$ cat src/rtl/lsdf_ram.sv
// lsdf_ram: generic single write port, single read port ram with registered read
// no dependencies
module lsdf_ram #(
  parameter int unsigned WIDTH = 8,
  parameter int unsigned DEPTH = 16
) (
  input  logic                                  clk,
  input  logic                                  we,
  input  logic [(DEPTH > 1 ? $clog2(DEPTH) : 1)-1:0] waddr,
  input  logic [WIDTH-1:0]                      wdata,
  input  logic [(DEPTH > 1 ? $clog2(DEPTH) : 1)-1:0] raddr,
  output logic [WIDTH-1:0]                      rdata
);

  logic [WIDTH-1:0] mem [DEPTH];

  always_ff @(posedge clk) begin
    if (we) begin
      mem[waddr] <= wdata;
    end
    rdata <= mem[raddr];
  end

endmodule

$ cat config.mk
export PLATFORM = sky130hd
export DESIGN_NAME = lsdf_ram
export DESIGN_NICKNAME = d
export VERILOG_FILES = /design/src/rtl/lsdf_ram.sv
export SDC_FILE = /design/constraint.sdc
export NUM_CORES = 1
export LEC_CHECK = 0
export ABC_AREA = 1
export BUFFER_PORTS_ARGS = -buffer_cell sky130_fd_sc_hd__buf_4
export CORE_UTILIZATION = 25
export CTS_CLUSTER_SIZE = 30
export DETAILED_ROUTE_END_ITERATION = 6
export PLACE_DENSITY = 0.35
export SLEW_MARGIN = 20
export SYNTH_ARGS = -nofsm -noshare
export SYNTH_HDL_FRONTEND = slang
export SYNTH_SLANG_ARGS = --single-unit
$ cat constraint.sdc
create_clock -name clk -period 4 [get_ports clk]
set_clock_uncertainty 0.1 [all_clocks]
set_input_delay 0.8 -clock clk [delete_from_list [all_inputs] [get_ports clk]]
set_output_delay 0.8 -clock clk [all_outputs]
set_load 0.01 [all_outputs]
# After elaboration in Yosys (flattened, before gate mapping)
# Memories as Yosys holds them, arrays and structs flattened. A register that Yosys moved wholly into a read port is not among the register bits.
# Cells that the tools add are included.
# totals
out_inout_bits,8
memories,1
register_bits,0
wordCells,3
mem_bits_rw,128
inputBits,18
# memory_table
name,depth,word_bits,read_ports,rd_clocked_by_memory_dff,write_ports,line,rtl
mem,16,8,1,1,1,15,logic [WIDTH-1:0] mem [DEPTH];
# op_classes
n_mux,2
# op_table
operator,count
$mux 1,2

# Longest topological paths before layout
# logic_depth
ltp_word,2
ltp_mapped,8
mapped_depth_nobuf,7

# Least setup slack after synthesis
# No wires, ideal clock.
# synth_timing
path_kind,in2reg
start,input port waddr[2] (netlist name)
end,memory mem[10][0] (enable)
required_time_ns,3.530
setup_time_ns,0.370
stages,2
slack_ns,2.149
arrival_time_ns,1.381
path_buffers,0
cell_sequence,nand3b_1 > nor2_1
# synth_rtl
item,line,rtl
from (decl),9,"input logic [(DEPTH > 1 ? $clog2(DEPTH) : 1)-1:0] waddr,"
to (decl),15,
# Straight into the memory's write port.

==> flow_summary_export.csv <==
group,metric,value,unit
global_routing,grt_max_degree,65,
outcome,outcome,"completed",
worst_setup_path,crit_family,"buffers and inverters",
cts,ctsRootBufferMaster,"clkbuf_16",
timing,setup_violations,0,
placed_design,gp_congestion,0.693,
timing,drv_slew,0,
timing,worstMarginPinSlew,0.928,ns
finish,final_cell_mix,"nand2_1 (173), edfxtp_1 (128), inv_1 (100)",
route,drt_wl_total,15.0,mm
floorplanning,die_w,154,µm
worst_setup_path,worstPathMaxFanout,40,
global_routing,track_usage,0.134,
cts,cts_resized,0,
worst_setup_path,start_kind,"input port",
yosys,syn_avg_cell_area,10.5,µm²
worst_setup_path,crit_path_end_kind,"flop",
cts,htreeDepth,4,
floorplanning,start_util,0.255,
yosys,yosysTopAreaCellShare,0.667,
timing,timing.fmax,460,MHz
route,vias,3636,
cts,cts_tree,"built",
yosys,yosys_warnings,0,
finish,area_growth,17.6,%
worst_setup_path,worst-endpoint-arrival,2.37,ns
global_routing,grt_pass1_vias,3508,
floorplanning,die_area,0.0237,mm²
route,wl_per_cell,17.2,µm
route,viasPerCell,4.17,
yosys,syn-num-nets,569,
worst_setup_path,path_buf_inv,3,
pwr,total_power,3450,µW
cts,cts_buffer_depth,2,
route,first_pass_iters,6,
cts,clock_sinks,136,
timing,rsz0062_at_grt,"no",
global_routing,grt_pass1_wl,22.5,mm
finish,drive_gt1_frac,0.101,
cts,clock_latency,0.41,ns
worst_hold_path,hold_path_class,"reg2reg",
yosys,synth_seq_cells,136,
cts,numCtsBuffers,17,
placed_design,io_buffers,25,
route,postRouteAntennaNets,0,
floorplanning,ios,26,
yosys,synthTopCellsByArea,"edfxtp_1 (67%), nand2_1 (11%), nand3_1 (8.4%)",
timing,final_hold_viol_count,0,
global_routing,antenna_found_initial,0,
cts,post_cts_buffers,0,
finish,num_antenna_cells,0,
worst_setup_path,required,4.20,ns
cts,clkTransAtPathRegs,0.06,ns
worst_setup_path,cp_common_cell,"nand3_1",
pwr,p_leak,0.00285,µW
global_routing,grt-ovfl-total,0,
route,drc_errors,0,
yosys,seq_area_frac_synth,0.694,
worst_setup_path,slowest_delay,0.50,ns
floorplanning,rows,55,
finish,layout_commonest_cell,"nand2_1",
worst_setup_path,path_cells,"buf_4, inv_2, buf_4, nand2_1, nand3_1, nand3_1, nand3_1, nand2_1",
timing,slew_headroom,0.379,
floorplanning,die_y,154,µm
placed_design,dp_hpwl,8.79,mm
pwr,vdd_ir_drop_max,0.000257,V
job,maxCapViolations,0,
yosys,synth_largest_area_cell,"edfxtp_1",
floorplanning,core_area,0.0226,mm²
yosys,synth.cell_area,0.00577,mm²
timing,setup_tns,0,ns
cts,hold_buffers,0,
worst_setup_path,crit_type,"in2reg",
worst_setup_path,slowest_stage,"buf_4",
pwr,powerDensity,508,mW/mm²
route,drt_iter0_markers,260,
yosys,ys_types,12,
finish,fin_nets,591,
yosys,synthCells,551,
timing,fin_crit_sh,0.543,
timing,min_period,2.17,ns
finish,fillers,2295,
==> synthesized netlist by cell type <==
cell type,count
nand3_1,97
nand2_1,173
nor2_1,17
inv_1,100
inv_2,2
dfxtp_1,8
buf_4,4
buf_1,1
nand3b_1,2
edfxtp_1,128
buf_6,6
buf_2,13
==> through the flow <==
step | hold WS (ns) | utilization | cells | setup slack, ns | cell area (µm²)
6_report | 0.556 | 0.299 | 871 | 1.83 | 6780
5_1_grt | 0.612 | 0.299 | 871 | 1.66 | 6780
4_1_cts | 0.563 | 0.299 | 871 | 1.79 | 6780
3_5_place_dp | 0.551 | 0.272 | 839 | 1.36 | 6160
3_3_place_gp | 0.538 | 0.272 | 839 | 1.39 | 6160
2_1_floorplan | 0.507 | - | 551 | 2.15 | 5770
==> state kept, by name, indices dropped and copies added (netlist names) <==
name,flops
mem,128
rdata,8
==> cell type report <==
| cell class | instances | area, µm² | share of cell area |
|---|---|---|---|
| repair buffers | 27 | 203 | 0.0299 |
| clock buffers | 24 | 502 | 0.0740 |
| clock inverters | 8 | 118 | 0.0173 |
| well taps | 285 | 357 | 0.0526 |
| multi-input cells | 289 | 1210 | 0.179 |
| flip-flops and latches | 136 | 4000 | 0.591 |
| inverters | 102 | 383 | 0.0565 |
==> final timing paths <==
| kind | end | cells after the start | slack (ns) | startpoint |
|---|---|---|---|---|
| worst max-delay path | rdata[4] | 8 | 1.83 | raddr[0] |
| worst min register to register | rdata[1] | 6 | 0.56 | mem[12][1] |
| worst min-delay path | rdata[1] | 6 | 0.56 | mem[12][1] |
| worst max register to register | rdata[4] | 6 | 2.80 | mem[11][4] |
==> worst min-delay path, delay by kind of cell (launching register included) <==
kind | cells | cell delay, ns
flops | 1 | 0.32
simple gates | 6 | 0.32
==> cell families (layout without fill, tap and decap cells) <==
kind of cell	count (synthesis)	in the layout	share of synthesized area
buf+inv	126	161	0.0952
flops	136	136	0.694
simple gates	289	289	0.210
==> metal layers <==
| metal | vias to the layer above | part of all wire | GRT usage |
|---|---|---|---|
| li1 | 1814 | - | - |
| met2 | 60 | 0.45 | 0.208 |
| met5 | - | 0 | 0 |
| met4 | 0 | 0.012 | 0.0448 |
| met3 | 10 | 0.031 | 0.0282 |
| met1 | 1752 | 0.50 | 0.186 |
==> power by group <==
part           internal [µW]  switching, µW  leakage (µW)  total [µW]
clock network           1060            578      0.000306        1640
registers               1590           8.79       0.00122        1600
logic                   60.1            147       0.00132         207
total                   2710            733       0.00285        3450
Power figures use the tool's default switching activity.
